### config.mk
export PLATFORM = sky130hd
export DESIGN_NAME = i2c_register_transfer_sequencer
export DESIGN_NICKNAME = d
export VERILOG_FILES = /design/src/rtl/core/i2crts_pkg.sv /design/src/rtl/core/i2crts_dp.sv /design/src/rtl/core/i2crts_ctrl.sv /design/src/rtl/core/i2c_register_transfer_sequencer.sv
export SDC_FILE = /design/constraint.sdc
export NUM_CORES = 1
export LEC_CHECK = 0
export ABC_CLOCK_PERIOD_IN_PS = 6000
export BUFFER_PORTS_ARGS = -buffer_cell sky130_fd_sc_hd__buf_2
export CORE_ASPECT_RATIO = 2
export CORE_MARGIN = 1.5
export CORE_UTILIZATION = 56
export DETAILED_ROUTE_END_ITERATION = 7
export GPL_ROUTABILITY_DRIVEN = 0
export PLACE_DENSITY_LB_ADDON = 0.2
export SYNTH_ARGS = -nofsm -noshare
export SYNTH_HDL_FRONTEND = slang
export SYNTH_SLANG_ARGS = --single-unit
### constraint.sdc
create_clock -name clk -period 6 [get_ports clk]
set_input_delay 0.9 -clock clk [delete_from_list [all_inputs] [get_ports clk]]
set_output_delay 0.9 -clock clk [all_outputs]
set_load 0.1 [all_outputs]
### src/rtl/core/i2crts_pkg.sv
`default_nettype none
package i2crts_pkg;

    localparam int BUFFER_DEPTH = 32;
    localparam int BUF_AW       = $clog2(BUFFER_DEPTH);
    localparam int CNT_W        = 6;

    localparam logic [3:0] RETRY_RESET = 4'd10;
    localparam logic [7:0] READ_BIT    = 8'h01;
    localparam logic [2:0] BS_OK       = 3'd0;
    localparam logic [2:0] BS_NACK     = 3'd4;

    typedef enum logic [1:0] {
        ACT_LOAD,
        ACT_WRITE,
        ACT_READ,
        ACT_BUS
    } act_t;

    typedef enum logic [2:0] {
        ERR_NONE,
        ERR_BUS_COLL,
        ERR_WR_COLL,
        ERR_TIMEOUT,
        ERR_NACK,
        ERR_SIZE
    } err_t;

    typedef enum logic [2:0] {
        K_START,
        K_STOP,
        K_SEND,
        K_RECV,
        K_DATA,
        K_DONE,
        K_FAIL
    } kind_t;

    typedef enum logic [3:0] {
        PH_IDLE,
        PH_START,
        PH_WADDR,
        PH_INDEX,
        PH_DATA,
        PH_SUSPEND,
        PH_RESTART,
        PH_RADDR,
        PH_READ,
        PH_STOP
    } phase_t;

    typedef enum logic [2:0] {
        SQ_IDLE,
        SQ_EXEC,
        SQ_SEND,
        SQ_DUMP_RD,
        SQ_DUMP_WR,
        SQ_DONE
    } seq_t;

    typedef enum logic [1:0] {BD_HOLD, BD_CLEAR, BD_ONE, BD_INC} bd_op_t;
    typedef enum logic [1:0] {RS_ZERO, RS_BD, RS_DUMP} rsel_t;
    typedef enum logic {WS_SLOT, WS_BD} wsel_t;
    typedef enum logic [2:0] {VS_ZERO, VS_ADDR, VS_ADDR_RD, VS_REG, VS_MEM} vsel_t;
    typedef enum logic [1:0] {NK_ZERO, NK_ONE, NK_NEXT} nsel_t;
    typedef enum logic [1:0] {ES_NONE, ES_BUS, ES_SIZE} esel_t;

    typedef struct packed {
        logic   latch_in;
        logic   begin_xfer;
        bd_op_t bd_op;
        logic   retry_clr;
        logic   retry_inc;
        logic   mem_we;
        wsel_t  mem_wsel;
        logic   mem_re;
        rsel_t  mem_rsel;
        logic   dump_clr;
        logic   dump_inc;
        logic   out_load;
        kind_t  out_kind;
        vsel_t  out_vsel;
        nsel_t  out_nsel;
        esel_t  out_esel;
        logic   out_last;
    } cmd_t;

    typedef struct packed {
        act_t action;
        logic bus_ok;
        logic count_over;
        logic count_zero;
        logic is_read;
        logic bd_ge_count;
        logic bd_next_ge_count;
        logic bd_ok;
        logic retry_avail;
        logic slot_ok;
        logic dump_last;
        logic out_free;
    } sts_t;

endpackage
`default_nettype wire

### src/rtl/core/i2crts_dp.sv
`default_nettype none
module i2crts_dp (
    input  wire logic              clk,
    input  wire logic              rst_n,
    input  wire i2crts_pkg::cmd_t  cmd,
    output i2crts_pkg::sts_t       sts,
    input  wire logic [1:0]        action,
    input  wire logic [7:0]        dev_address,
    input  wire logic [7:0]        reg_index,
    input  wire logic [7:0]        byte_count,
    input  wire logic [4:0]        slot,
    input  wire logic [7:0]        data_byte,
    input  wire logic [2:0]        bus_status,
    input  wire logic              cfg_valid,
    input  wire logic [3:0]        cfg_data,
    input  wire logic              out_stall,
    output logic                   out_valid,
    output logic [2:0]             kind,
    output logic [7:0]             byte_value,
    output logic                   nack_after,
    output logic [2:0]             error_code,
    output logic [3:0]             retries_used,
    output logic                   last
);
    import i2crts_pkg::*;

    // latched transaction
    act_t        act_reg;
    logic [7:0]  addr_in_reg;
    logic [7:0]  reg_in_reg;
    logic [7:0]  count_in_reg;
    logic [4:0]  slot_reg;
    logic [7:0]  data_reg;
    logic [2:0]  status_reg;

    logic        is_read_reg;
    logic [7:0]  tgt_addr_reg;
    logic [7:0]  tgt_reg_reg;
    logic [CNT_W-1:0] cnt_reg;
    logic [CNT_W-1:0] bd_reg, bd_next;
    logic [3:0]  retry_reg, retry_next;
    logic [3:0]  retry_limit_reg;
    logic [BUF_AW-1:0] dump_reg;

    logic [7:0]  mem [BUFFER_DEPTH];
    logic [7:0]  rdata_reg;
    logic [BUF_AW-1:0] waddr, raddr;

    logic        out_valid_reg, out_valid_next;
    kind_t       out_kind_reg;
    logic [7:0]  out_val_reg, val_next;
    logic        out_nack_reg, nack_next;
    err_t        out_err_reg, err_next, bus_err;
    logic [3:0]  out_retry_reg;
    logic        out_last_reg;

    always_ff @(posedge clk)
    begin
        if (cmd.latch_in)
        begin
            act_reg      <= act_t'(action);
            addr_in_reg  <= dev_address;
            reg_in_reg   <= reg_index;
            count_in_reg <= byte_count;
            slot_reg     <= slot;
            data_reg     <= data_byte;
            status_reg   <= bus_status;
        end
    end

    always_comb
    begin
        unique case (cmd.bd_op)
            BD_HOLD:  bd_next = bd_reg;
            BD_CLEAR: bd_next = '0;
            BD_ONE:   bd_next = CNT_W'(1);
            BD_INC:   bd_next = bd_reg + CNT_W'(1);
            default:  bd_next = bd_reg;
        endcase
        if (cmd.retry_clr)
            retry_next = '0;
        else if (cmd.retry_inc)
            retry_next = retry_reg + 4'd1;
        else
            retry_next = retry_reg;
    end

    always_ff @(posedge clk or negedge rst_n)
    begin
        if (!rst_n)
        begin
            is_read_reg     <= 1'b0;
            tgt_addr_reg    <= '0;
            tgt_reg_reg     <= '0;
            cnt_reg         <= '0;
            bd_reg          <= '0;
            retry_reg       <= '0;
            retry_limit_reg <= RETRY_RESET;
            dump_reg        <= '0;
            out_valid_reg   <= 1'b0;
        end
        else
        begin
            if (cfg_valid)
                retry_limit_reg <= cfg_data;
            if (cmd.begin_xfer)
            begin
                is_read_reg  <= (act_reg == ACT_READ);
                tgt_addr_reg <= addr_in_reg;
                tgt_reg_reg  <= reg_in_reg;
                cnt_reg      <= count_in_reg[CNT_W-1:0];
                bd_reg       <= '0;
            end
            else
                bd_reg <= bd_next;
            retry_reg <= retry_next;
            if (cmd.dump_clr)
                dump_reg <= '0;
            else if (cmd.dump_inc)
                dump_reg <= dump_reg + BUF_AW'(1);
            out_valid_reg <= out_valid_next;
        end
    end

    // write buffer, registered read
    always_comb
    begin
        waddr = (cmd.mem_wsel == WS_SLOT) ? BUF_AW'(slot_reg) : bd_reg[BUF_AW-1:0];
        unique case (cmd.mem_rsel)
            RS_ZERO: raddr = '0;
            RS_BD:   raddr = bd_reg[BUF_AW-1:0];
            RS_DUMP: raddr = dump_reg;
            default: raddr = '0;
        endcase
    end

    always_ff @(posedge clk)
    begin
        if (cmd.mem_we)
            mem[waddr] <= data_reg;
        if (cmd.mem_re)
            rdata_reg <= mem[raddr];
    end

    assign bus_err = (status_reg > BS_NACK) ? ERR_TIMEOUT : err_t'(status_reg);

    always_comb
    begin
        unique case (cmd.out_vsel)
            VS_ZERO:    val_next = '0;
            VS_ADDR:    val_next = tgt_addr_reg;
            VS_ADDR_RD: val_next = tgt_addr_reg | READ_BIT;
            VS_REG:     val_next = tgt_reg_reg;
            VS_MEM:     val_next = rdata_reg;
            default:    val_next = '0;
        endcase
        unique case (cmd.out_nsel)
            NK_ZERO: nack_next = 1'b0;
            NK_ONE:  nack_next = (cnt_reg == CNT_W'(1));
            NK_NEXT: nack_next = ({1'b0, bd_reg} + (CNT_W+1)'(2)) == {1'b0, cnt_reg};
            default: nack_next = 1'b0;
        endcase
        unique case (cmd.out_esel)
            ES_NONE: err_next = ERR_NONE;
            ES_BUS:  err_next = bus_err;
            ES_SIZE: err_next = ERR_SIZE;
            default: err_next = ERR_NONE;
        endcase
    end

    assign sts.out_free    = !out_valid_reg || !out_stall;
    assign out_valid_next  = cmd.out_load || (out_valid_reg && out_stall);

    always_ff @(posedge clk)
    begin
        if (cmd.out_load)
        begin
            out_kind_reg  <= cmd.out_kind;
            out_val_reg   <= val_next;
            out_nack_reg  <= nack_next;
            out_err_reg   <= err_next;
            out_retry_reg <= retry_next;
            out_last_reg  <= cmd.out_last;
        end
    end

    assign sts.action           = act_reg;
    assign sts.bus_ok           = (status_reg == BS_OK);
    assign sts.count_over       = (count_in_reg > 8'(BUFFER_DEPTH));
    assign sts.count_zero       = (cnt_reg == '0);
    assign sts.is_read          = is_read_reg;
    assign sts.bd_ge_count      = (bd_reg >= cnt_reg);
    assign sts.bd_next_ge_count = ({1'b0, bd_reg} + (CNT_W+1)'(1)) >= {1'b0, cnt_reg};
    assign sts.bd_ok            = (bd_reg < CNT_W'(BUFFER_DEPTH));
    assign sts.retry_avail      = (retry_reg < retry_limit_reg);
    assign sts.slot_ok          = ({1'b0, slot_reg} < 6'(BUFFER_DEPTH));
    assign sts.dump_last        = (CNT_W'(dump_reg) + CNT_W'(1)) == cnt_reg;

    assign out_valid    = out_valid_reg;
    assign kind         = out_kind_reg;
    assign byte_value   = out_val_reg;
    assign nack_after   = out_nack_reg;
    assign error_code   = out_err_reg;
    assign retries_used = out_retry_reg;
    assign last         = out_last_reg;

endmodule
`default_nettype wire

### src/rtl/core/i2crts_ctrl.sv
`default_nettype none
module i2crts_ctrl (
    input  wire logic             clk,
    input  wire logic             rst_n,
    input  wire logic             in_valid,
    output logic                  ready,
    input  wire i2crts_pkg::sts_t sts,
    output i2crts_pkg::cmd_t      cmd
);
    import i2crts_pkg::*;

    seq_t   seq_reg, seq_next;
    phase_t phase_reg, phase_next;

    always_ff @(posedge clk or negedge rst_n)
    begin
        if (!rst_n)
        begin
            seq_reg   <= SQ_IDLE;
            phase_reg <= PH_IDLE;
        end
        else
        begin
            seq_reg   <= seq_next;
            phase_reg <= phase_next;
        end
    end

    assign ready = (seq_reg == SQ_IDLE);

    always_comb
    begin
        cmd        = '0;
        seq_next   = seq_reg;
        phase_next = phase_reg;
        unique case (seq_reg)
            SQ_IDLE:
            begin
                if (in_valid)
                begin
                    cmd.latch_in = 1'b1;
                    seq_next     = SQ_EXEC;
                end
            end
            SQ_EXEC:
            begin
                if (sts.out_free)
                begin
                    seq_next = SQ_IDLE;
                    unique case (sts.action)
                        ACT_LOAD:
                        begin
                            if (phase_reg == PH_IDLE && sts.slot_ok)
                            begin
                                cmd.mem_we   = 1'b1;
                                cmd.mem_wsel = WS_SLOT;
                            end
                        end
                        ACT_WRITE, ACT_READ:
                        begin
                            if (phase_reg == PH_IDLE)
                            begin
                                cmd.retry_clr = 1'b1;
                                cmd.out_load  = 1'b1;
                                cmd.out_last  = 1'b1;
                                if (sts.count_over)
                                begin
                                    cmd.out_kind = K_FAIL;
                                    cmd.out_esel = ES_SIZE;
                                end
                                else
                                begin
                                    cmd.begin_xfer = 1'b1;
                                    cmd.out_kind   = K_START;
                                    phase_next     = PH_START;
                                end
                            end
                        end
                        ACT_BUS:
                        begin
                            if (phase_reg != PH_IDLE)
                            begin
                                cmd.out_last = 1'b1;
                                if (!sts.bus_ok)
                                begin
                                    cmd.bd_op    = BD_CLEAR;
                                    cmd.out_load = 1'b1;
                                    cmd.out_esel = ES_BUS;
                                    if (sts.retry_avail)
                                    begin
                                        cmd.retry_inc = 1'b1;
                                        cmd.out_kind  = K_START;
                                        phase_next    = PH_START;
                                    end
                                    else
                                    begin
                                        cmd.out_kind = K_FAIL;
                                        phase_next   = PH_IDLE;
                                    end
                                end
                                else
                                begin
                                    unique case (phase_reg)
                                        PH_START:
                                        begin
                                            cmd.out_load = 1'b1;
                                            cmd.out_kind = K_SEND;
                                            cmd.out_vsel = VS_ADDR;
                                            phase_next   = PH_WADDR;
                                        end
                                        PH_WADDR:
                                        begin
                                            cmd.out_load = 1'b1;
                                            cmd.out_kind = K_SEND;
                                            cmd.out_vsel = VS_REG;
                                            phase_next   = PH_INDEX;
                                        end
                                        PH_INDEX:
                                        begin
                                            if (sts.is_read)
                                            begin
                                                cmd.out_load = 1'b1;
                                                cmd.out_kind = K_STOP;
                                                phase_next   = PH_SUSPEND;
                                            end
                                            else if (sts.count_zero)
                                            begin
                                                cmd.out_load = 1'b1;
                                                cmd.out_kind = K_STOP;
                                                phase_next   = PH_STOP;
                                            end
                                            else
                                            begin
                                                cmd.bd_op    = BD_ONE;
                                                cmd.mem_re   = 1'b1;
                                                cmd.mem_rsel = RS_ZERO;
                                                phase_next   = PH_DATA;
                                                seq_next     = SQ_SEND;
                                            end
                                        end
                                        PH_DATA:
                                        begin
                                            if (sts.bd_ge_count)
                                            begin
                                                cmd.out_load = 1'b1;
                                                cmd.out_kind = K_STOP;
                                                phase_next   = PH_STOP;
                                            end
                                            else
                                            begin
                                                cmd.bd_op    = BD_INC;
                                                cmd.mem_re   = 1'b1;
                                                cmd.mem_rsel = RS_BD;
                                                seq_next     = SQ_SEND;
                                            end
                                        end
                                        PH_SUSPEND:
                                        begin
                                            cmd.out_load = 1'b1;
                                            cmd.out_kind = K_START;
                                            phase_next   = PH_RESTART;
                                        end
                                        PH_RESTART:
                                        begin
                                            cmd.out_load = 1'b1;
                                            cmd.out_kind = K_SEND;
                                            cmd.out_vsel = VS_ADDR_RD;
                                            phase_next   = PH_RADDR;
                                        end
                                        PH_RADDR:
                                        begin
                                            cmd.out_load = 1'b1;
                                            if (sts.count_zero)
                                            begin
                                                cmd.out_kind = K_STOP;
                                                phase_next   = PH_STOP;
                                            end
                                            else
                                            begin
                                                cmd.out_kind = K_RECV;
                                                cmd.out_nsel = NK_ONE;
                                                phase_next   = PH_READ;
                                            end
                                        end
                                        PH_READ:
                                        begin
                                            cmd.mem_we   = sts.bd_ok;
                                            cmd.mem_wsel = WS_BD;
                                            cmd.bd_op    = BD_INC;
                                            cmd.out_load = 1'b1;
                                            if (sts.bd_next_ge_count)
                                            begin
                                                cmd.out_kind = K_STOP;
                                                phase_next   = PH_STOP;
                                            end
                                            else
                                            begin
                                                cmd.out_kind = K_RECV;
                                                cmd.out_nsel = NK_NEXT;
                                            end
                                        end
                                        PH_STOP:
                                        begin
                                            phase_next = PH_IDLE;
                                            if (sts.is_read && !sts.count_zero)
                                            begin
                                                cmd.dump_clr = 1'b1;
                                                seq_next     = SQ_DUMP_RD;
                                            end
                                            else
                                            begin
                                                cmd.out_load = 1'b1;
                                                cmd.out_kind = K_DONE;
                                            end
                                        end
                                        default:
                                        begin
                                            phase_next = PH_IDLE;
                                        end
                                    endcase
                                end
                            end
                        end
                        default:
                        begin
                            seq_next = SQ_IDLE;
                        end
                    endcase
                end
            end
            SQ_SEND:
            begin
                if (sts.out_free)
                begin
                    cmd.out_load = 1'b1;
                    cmd.out_kind = K_SEND;
                    cmd.out_vsel = VS_MEM;
                    cmd.out_last = 1'b1;
                    seq_next     = SQ_IDLE;
                end
            end
            SQ_DUMP_RD:
            begin
                cmd.mem_re   = 1'b1;
                cmd.mem_rsel = RS_DUMP;
                seq_next     = SQ_DUMP_WR;
            end
            SQ_DUMP_WR:
            begin
                if (sts.out_free)
                begin
                    cmd.out_load = 1'b1;
                    cmd.out_kind = K_DATA;
                    cmd.out_vsel = VS_MEM;
                    if (sts.dump_last)
                        seq_next = SQ_DONE;
                    else
                    begin
                        cmd.dump_inc = 1'b1;
                        seq_next     = SQ_DUMP_RD;
                    end
                end
            end
            SQ_DONE:
            begin
                if (sts.out_free)
                begin
                    cmd.out_load = 1'b1;
                    cmd.out_kind = K_DONE;
                    cmd.out_last = 1'b1;
                    seq_next     = SQ_IDLE;
                end
            end
            default:
            begin
                seq_next = SQ_IDLE;
            end
        endcase
    end

    a_load_needs_room: assert property (@(posedge clk) disable iff (!rst_n)
        cmd.out_load |-> sts.out_free)
        else $error("result loaded into occupied output register");

    a_final_returns_idle: assert property (@(posedge clk) disable iff (!rst_n)
        (seq_reg == SQ_EXEC && cmd.out_load && cmd.out_last) |=> seq_reg == SQ_IDLE)
        else $error("sequencer busy after final result");

    a_dump_after_stop: assert property (@(posedge clk) disable iff (!rst_n)
        (seq_reg == SQ_DUMP_RD || seq_reg == SQ_DUMP_WR) |-> phase_reg == PH_IDLE)
        else $error("read data returned while bus phase active");

    a_rx_store_kind: assert property (@(posedge clk) disable iff (!rst_n)
        (cmd.mem_we && cmd.mem_wsel == WS_BD) |->
            (cmd.out_kind == K_STOP || cmd.out_kind == K_RECV))
        else $error("receive byte stored without stop or receive command");

endmodule
`default_nettype wire

### src/rtl/core/i2c_register_transfer_sequencer.sv
// Register transfer sequencer for a byte-level I2C engine. One transaction is taken at a
// time: it is accepted in SQ_IDLE and executed in SQ_EXEC once the output register is free;
// a command that sends a byte from the write buffer also passes through SQ_SEND, for the
// buffer's registered read port. The bus result that closes a read then returns its N data
// bytes through that same read port, alternating SQ_DUMP_RD and SQ_DUMP_WR, followed by
// done. A stalled output holds the sequencer until the pending result is taken. The write
// buffer needs no clearing after reset; retry_limit resets to 10.
`default_nettype none
module i2c_register_transfer_sequencer (
    input  wire logic       clk,
    input  wire logic       rst_n,
    input  wire logic       in_valid,
    output logic            in_stall,
    input  wire logic [1:0] action,
    input  wire logic [7:0] dev_address,
    input  wire logic [7:0] reg_index,
    input  wire logic [7:0] byte_count,
    input  wire logic [4:0] slot,
    input  wire logic [7:0] data_byte,
    input  wire logic [2:0] bus_status,
    output logic            out_valid,
    input  wire logic       out_stall,
    output logic [2:0]      kind,
    output logic [7:0]      byte_value,
    output logic            nack_after,
    output logic [2:0]      error_code,
    output logic [3:0]      retries_used,
    output logic            last,
    input  wire logic       cfg_valid,
    output logic            cfg_ready,
    input  wire logic [3:0] cfg_data
);
    import i2crts_pkg::*;

    cmd_t cmd;
    sts_t sts;
    logic ready;

    assign in_stall  = !ready;
    assign cfg_ready = 1'b1;

    i2crts_ctrl u_ctrl (
        .clk      (clk),
        .rst_n    (rst_n),
        .in_valid (in_valid),
        .ready    (ready),
        .sts      (sts),
        .cmd      (cmd)
    );

    i2crts_dp u_dp (
        .clk          (clk),
        .rst_n        (rst_n),
        .cmd          (cmd),
        .sts          (sts),
        .action       (action),
        .dev_address  (dev_address),
        .reg_index    (reg_index),
        .byte_count   (byte_count),
        .slot         (slot),
        .data_byte    (data_byte),
        .bus_status   (bus_status),
        .cfg_valid    (cfg_valid),
        .cfg_data     (cfg_data),
        .out_stall    (out_stall),
        .out_valid    (out_valid),
        .kind         (kind),
        .byte_value   (byte_value),
        .nack_after   (nack_after),
        .error_code   (error_code),
        .retries_used (retries_used),
        .last         (last)
    );

endmodule
`default_nettype wire

==> results.toml, run 1 <==
[floorplanning]
placementRows = 88
core_um2 = 28800
initial_core_util_pct = 57.0
die-area_um2 = 30400
die_w_um = 124
io_pins = 74
die_h_um = 245

[yosys]
netlist_instances = 1246
synth_fp_nets = 1324
async_flop_share_pct = 13.3
synth_area_per_cell_um2 = 13.2
synth_edf_count = 326
synth.area.top_cells = "edfxtp_1 (60%), dfrtp_1 (7.3%), nand2_1 (3.5%)"
ys_seq_area_share_pct = 67.2
synthFlopType = "edfxtp_1"
synth_top_area_share_pct = 59.6
synth-seq-cells = 376
synth_cell_type_count = 73
syn_area_um2 = 16400
yosysTopAreaCell = "edfxtp_1"
yosysWarnings = 0

[global_route]
grt_first_pass_wirelength_um = 64100
busiest_layer = "met2"
antenna_found_initial = 0
track_usage_pct = 29.1
overflow = 0
grt_use_met2_pct = 52.7
grt_max_degree = 61
grt_util_met3_pct = 4.48
grt_pass1_vias = 10900
grtUsageMet1_pct = 29.3

[timing]
setup_viol = 0
fin_setup_tns_ps = 0
finalMaxSlewViolations = 0
layout_setup_ws_ps = 997
maxSlewHeadroom_pct = 14.1
fin_skew_ps = 18.2
max_freq_mhz = 200
rsz0062_at_grt = "no"
hold_viol = 0
max_slew.worst_pin.slew_ps = 1280
min_period_ps = 5000
final.period_utilization_pct = 83.4

[clock_network]
clock-sinks = 376
cts_hold_buf = 0
clk-insertion-delay-late_ps = 600
clockBufferDepth = 3
clk_pin_slew_worst_paths_ps = 70
cts_tree = "done"
numCtsBuffers = 31
ctsResizeCount = 0
cts_setup_buffers = 0
root_buffer = "clkbuf_16"
h-tree-depth = 1

[setup_path]
endpoint_kind = "flop"
reg2reg_from = "u_dp.bd_reg[0]"
path_buf_inv = 2
reg2reg_depth = 13
r2r-end = "u_dp.rdata_reg[5]"
critPathLaunchType = "flop"
critPathMaxStageDelay_ps = 830
worstSetupPathType = "reg2reg"
crit_slowest_cell = "o21ai_0"
critical-path-top-delay-family = "compound AO/OA/AOI/OAI gates"
crit_arrival_ps = 5420
required_ps = 6420
r2r_setup_slack_ps = 1000
worstPathMaxFanout = 40
path_cells = "inv_1, ha_1, nand2b_1, a21oi_1, o211ai_1, nor2_1, ha_1, buf_4, nor2_1, a211oi_1, o21ai_0, o311ai_0, a211oi_1"

[layout]
fin_nets = 1383
layout-drive-gt1-share_pct = 14.1
largest_reg_flops = 256
multiInputGateArea_um2 = 5010
regMostFlops = "u_dp.mem"
insertedDiodeCount = 0
nFillCells = 2153
regArea_um2 = 11000
syn_to_final_growth_pct = 10.9

[status]
status = "finished clean"

[drt]
firstDrtPassIters = 6
via_per_inst = 6.51
dr.first_iter.drc_count = 1160
vias = 11000
post_drt_wl_per_cell_um = 25.7
routed_wl_um = 43300
ant_nets = 0
drc = 0

[power]
p_leak_nw = 6.47
p_per_area_nw_per_um2 = 324
ir_drop_mv = 0.212

[placed_design]
portBuffers = 72
pre_cts_ws_ps = 1300
dp_hpwl_um = 30100

[min_path]
worstHoldPathType = "in2async"

[run]
drv_cap = 0
==> worst max-delay path by stage <==
stage              startpoint                 to  cells after the start
2_1_floorplan        in_valid    u_dp.act_reg[0]                      1
3_3_place_gp        out_stall  u_dp.rdata_reg[1]                     12
3_5_place_dp        out_stall  u_dp.rdata_reg[1]                     12
4_1_cts        u_dp.bd_reg[0]  u_dp.rdata_reg[6]                     14
5_1_grt        u_dp.bd_reg[0]  u_dp.rdata_reg[5]                     13
6_report       u_dp.bd_reg[0]  u_dp.rdata_reg[5]                     13
==> layout make-up <==
cell class                      instances  share of cell area [%]
Multi-Input combinational cell        776                    27.5
Sequential cell                       376                    60.6
Clock buffer                           38                    4.69
Tap cell                              360                    2.47
Inverter                               26                   0.536
Clock inverter                         19                    1.28
Timing Repair Buffer                   94                    2.88
==> cells in the final DEF, fill, tap and decap left out, drive strengths merged, types with 4 or more instances in the layout <==
cell / n
nor3: 33
nand3: 29
a311oi: 8
edfxtp: 326
o211ai: 12
a31oi: 19
xnor2: 11
dfrtp: 48
nand2: 158
and3: 25
nand3b: 5
or3: 13
bufinv: 4
or4: 14
a211oi: 18
o311ai: 15
a22o: 15
o31ai: 15
nor2b: 6
ha: 27
a211o: 8
a21o: 13
xor2: 5
mux2i: 29
nor2: 69
o21ai: 47
nand2b: 15
clkbuf: 38
clkinv: 10
mux2: 29
a22oi: 11
buf: 94
nor4: 15
inv: 28
nand4: 7
a32oi: 14
a21oi: 48
==> per-stage QoR <==
step | hold WS, ps | instance area (um^2) | power [mW] | util [%] | cells
after global routing | 466 | 18200 | 6.08 | 63.1 | 1689
after CTS | 427 | 18200 | 5.91 | 63.1 | 1689
after detailed placement | 453 | 17100 | 3.81 | 59.4 | 1632
final | 409 | 18200 | 5.90 | 63.1 | 1689
after floorplan | 432 | 16400 | 3.60 | - | 1246
after global placement | 437 | 17100 | 3.79 | 59.4 | 1632
==> worst register-to-register path, cell delays in order (launching register included) <==
cell and delay (ps):
dfrtp_1 550, inv_1 200, ha_1 350, nand2b_1 140, a21oi_1 190, o211ai_1 220, nor2_1 230, ha_1 280
buf_4 270, nor2_1 830, a211oi_1 130, o21ai_0 830, o311ai_0 320, a211oi_1 300
==> synthesized netlist by cell type, types with 4 or more instances <==
cell type,count
nand2_1,152
a32oi_1,14
nand2b_1,15
nor4_1,13
dfrtp_1,48
a21o_1,13
nor2_1,69
edfxtp_1,326
o21ai_0,37
mux2_2,15
ha_1,27
mux2i_1,28
or4_1,13
nor3_1,33
nand3_1,29
inv_1,26
a211o_1,8
o21ai_1,7
a22oi_1,11
buf_1,4
buf_2,19
or3_1,13
o211ai_1,12
mux2_1,14
xor2_1,5
clkbuf_1,41
nor2b_1,6
and3_1,25
a22o_1,15
xnor2_1,11
nand3b_1,5
nand4_1,7
a211oi_1,18
o311ai_0,15
a21oi_1,48
a311oi_1,8
a31oi_1,19
o31ai_1,14
nand2_2,6
==> cell families after synthesis <==
logic type / after synthesis / share of synthesized area (%)
AOI/OAI and AO/OA: 269 / 11.5
xor gates and xnor gates: 16 / 0.853
adders and majority gates: 27 / 2.06
buffers and inverters: 94 / 2.41
DFF: 376 / 67.2
muxes: 60 / 4.10
other: 1 / 0.0228
and+or+nand+nor: 403 / 11.9
==> power breakdown <==
| part | switching [mW] | total, mW | internal (mW) |
|---|---|---|---|
| Sequential | 0.129 | 3.12 | 2.99 |
| Combinational | 0.445 | 0.640 | 0.196 |
| Clock | 0.943 | 2.14 | 1.20 |
==> per-layer routing <==
| metal | vias up | wire (um) |
|---|---|---|
| li1 | 4911 | - |
| met5 | - | 0 |
| met3 | 188 | 2870 |
| met1 | 5322 | 13500 |
| met2 | 567 | 23200 |
| met4 | 0 | 3770 |
(Power assumes the default switching activity.)
==> run 2, diff against run 1 <==
Settings changed: ABC_CLOCK_PERIOD_IN_PS 6000 to 4730, CORE_UTILIZATION 56 to 61.
Clock period 6 ns to 4.73 ns, I/O delays scaled along.
==> results.toml, run 2 (synthesis results as in run 1) <==
[timing]
max_slew.worst_pin.slew_ps = 1180
max_freq_mhz = 226
hold_viol = 0
rsz0062_at_grt = "no"
min_period_ps = 4430
maxSlewHeadroom_pct = 21.3
fin_setup_tns_ps = 0
setup_viol = 0
finalMaxSlewViolations = 0
final.period_utilization_pct = 93.7
fin_skew_ps = 25.5

[power]
switching_share_pct = 25.5
p_leak_nw = 6.61
pwr-share-comb_pct = 11.3
pwr-share-seq_pct = 52.8
clockPowerShare_pct = 35.9
p_per_area_nw_per_um2 = 405
intPower_mw = 5.56
p_switching_mw = 1.91
ir_drop_mv = 0.452

[clock_network]
clk-insertion-delay-late_ps = 520
clock-sinks = 376
cts_setup_buffers = 0
clk_pin_slew_worst_paths_ps = 70
clockBufferDepth = 3
numCtsBuffers = 34
h-tree-depth = 2
ctsResizeCount = 0
cts_tree = "done"
cts_hold_buf = 0
root_buffer = "clkbuf_16"

[setup_path]
required_ps = 4990
r2r_setup_slack_ps = 300
reg2reg_from = "u_dp.bd_reg[3]"
reg2reg_depth = 13
r2r-end = "u_dp.rdata_reg[6]"
worstSetupPathType = "reg2reg"
startpoint = "u_dp.bd_reg[3]"
worstPathMaxFanout = 14
critPathLaunchType = "flop"
endpoint_kind = "flop"
crit_arrival_ps = 4690

[drt]
dr.first_iter.drc_count = 960
ant_nets = 0
via_per_inst = 6.51
firstDrtPassIters = 5
vias = 11100
post_drt_wl_per_cell_um = 24.6
drc = 0
routed_wl_um = 42000

[layout]
postLayoutCellArea_um2 = 18400
syn_to_final_growth_pct = 12.1
final_common_cell = "edfxtp_1"
regMostFlops = "u_dp.mem"
mostFrequentLayoutCells = "edfxtp_1 (326), nand2_1 (152), buf_2 (72), nor2_1 (68), buf_4 (51)"
layout-drive-gt1-share_pct = 15.7
fin_nets = 1416
largest_reg_flops = 256
fin_util_pct = 69.8
insertedDiodeCount = 0

[global_route]
grt_use_met2_pct = 56.8
grt_max_degree = 51
antenna_found_initial = 0
busiest_layer = "met2"
overflow = 0
grt_pass1_vias = 11200
grt_util_met3_pct = 3.51
grt_first_pass_wirelength_um = 63800
track_usage_pct = 30.4
grtUsageMet1_pct = 31.4

[floorplanning]
die_h_um = 235
io_pins = 74
die_w_um = 119
placementRows = 84
core_um2 = 26400
initial_core_util_pct = 62.3
die-area_um2 = 28000

[run]
drv_cap = 0

[placed_design]
portBuffers = 72
dpl_cell_area_um2 = 17400
dp_hpwl_um = 29600

[status]
status = "finished clean"

[min_path]
worstHoldPathType = "in2async"
[run 2: cell type report]
cell class                      instances  area, um^2
Clock inverter                         16         178
Multi-Input combinational cell        776        5020
Clock buffer                           42         881
Fill cell                            1814        7970
Sequential cell                       376       11000
Tap cell                              344         430
Inverter                               26        97.6
Timing Repair Buffer                  124         763
[run 2: critical path: stages (launching register included)]
cell and delay [ps]:
dfrtp_1 640, ha_1 340, a41o_1 250, a21oi_1 170
o211ai_1 240, nor2_1 240, inv_1 70, ha_1 300
a22o_1 330, nand2_1 440, nor2_1 280, a221oi_1 420
a221oi_1 130, or3_1 350
[run 2: worst max path at each step]
| stage | slack, ps | end |
|---|---|---|
| after floorplan | 950 | u_dp.rdata_reg[6] |
| after global placement | 500 | u_dp.rdata_reg[6] |
| after detailed placement | 420 | u_dp.rdata_reg[6] |
| after CTS | 420 | u_dp.rdata_reg[6] |
| after global routing | 90 | u_dp.rdata_reg[4] |
| final | 300 | u_dp.rdata_reg[6] |
[run 2: power groups by stage]
stage | clock [mW] | combinational [mW] | sequential, mW
6_report | 2.68 | 0.843 | 3.94
3_5_place_dp | 0 | 0.831 | 4.01
4_1_cts | 2.70 | 0.837 | 3.94
3_3_place_gp | 0 | 0.811 | 4.00
5_1_grt | 2.82 | 0.907 | 3.96
2_1_floorplan | 0 | 0.430 | 4.13
[run 2: per-layer routing]
metal / routed length [um] / vias up
met5: 0 / -
met4: 3050 / 0
met2: 23300 / 517
met3: 2150 / 158
li1: - / 4966
met1: 13500 / 5457
[run 2: per-stage QoR]
| stage | power [mW] | hold slack [ps] | std cells | setup WS [ps] |
|---|---|---|---|---|
| after floorplan | 4.56 | 414 | 1246 | 945 |
| after global placement | 4.81 | 438 | 1646 | 496 |
| after detailed placement | 4.84 | 449 | 1646 | 420 |
| after CTS | 7.48 | 351 | 1704 | 423 |
| after global routing | 7.69 | 350 | 1704 | 94.0 |
| final | 7.47 | 308 | 1704 | 298 |
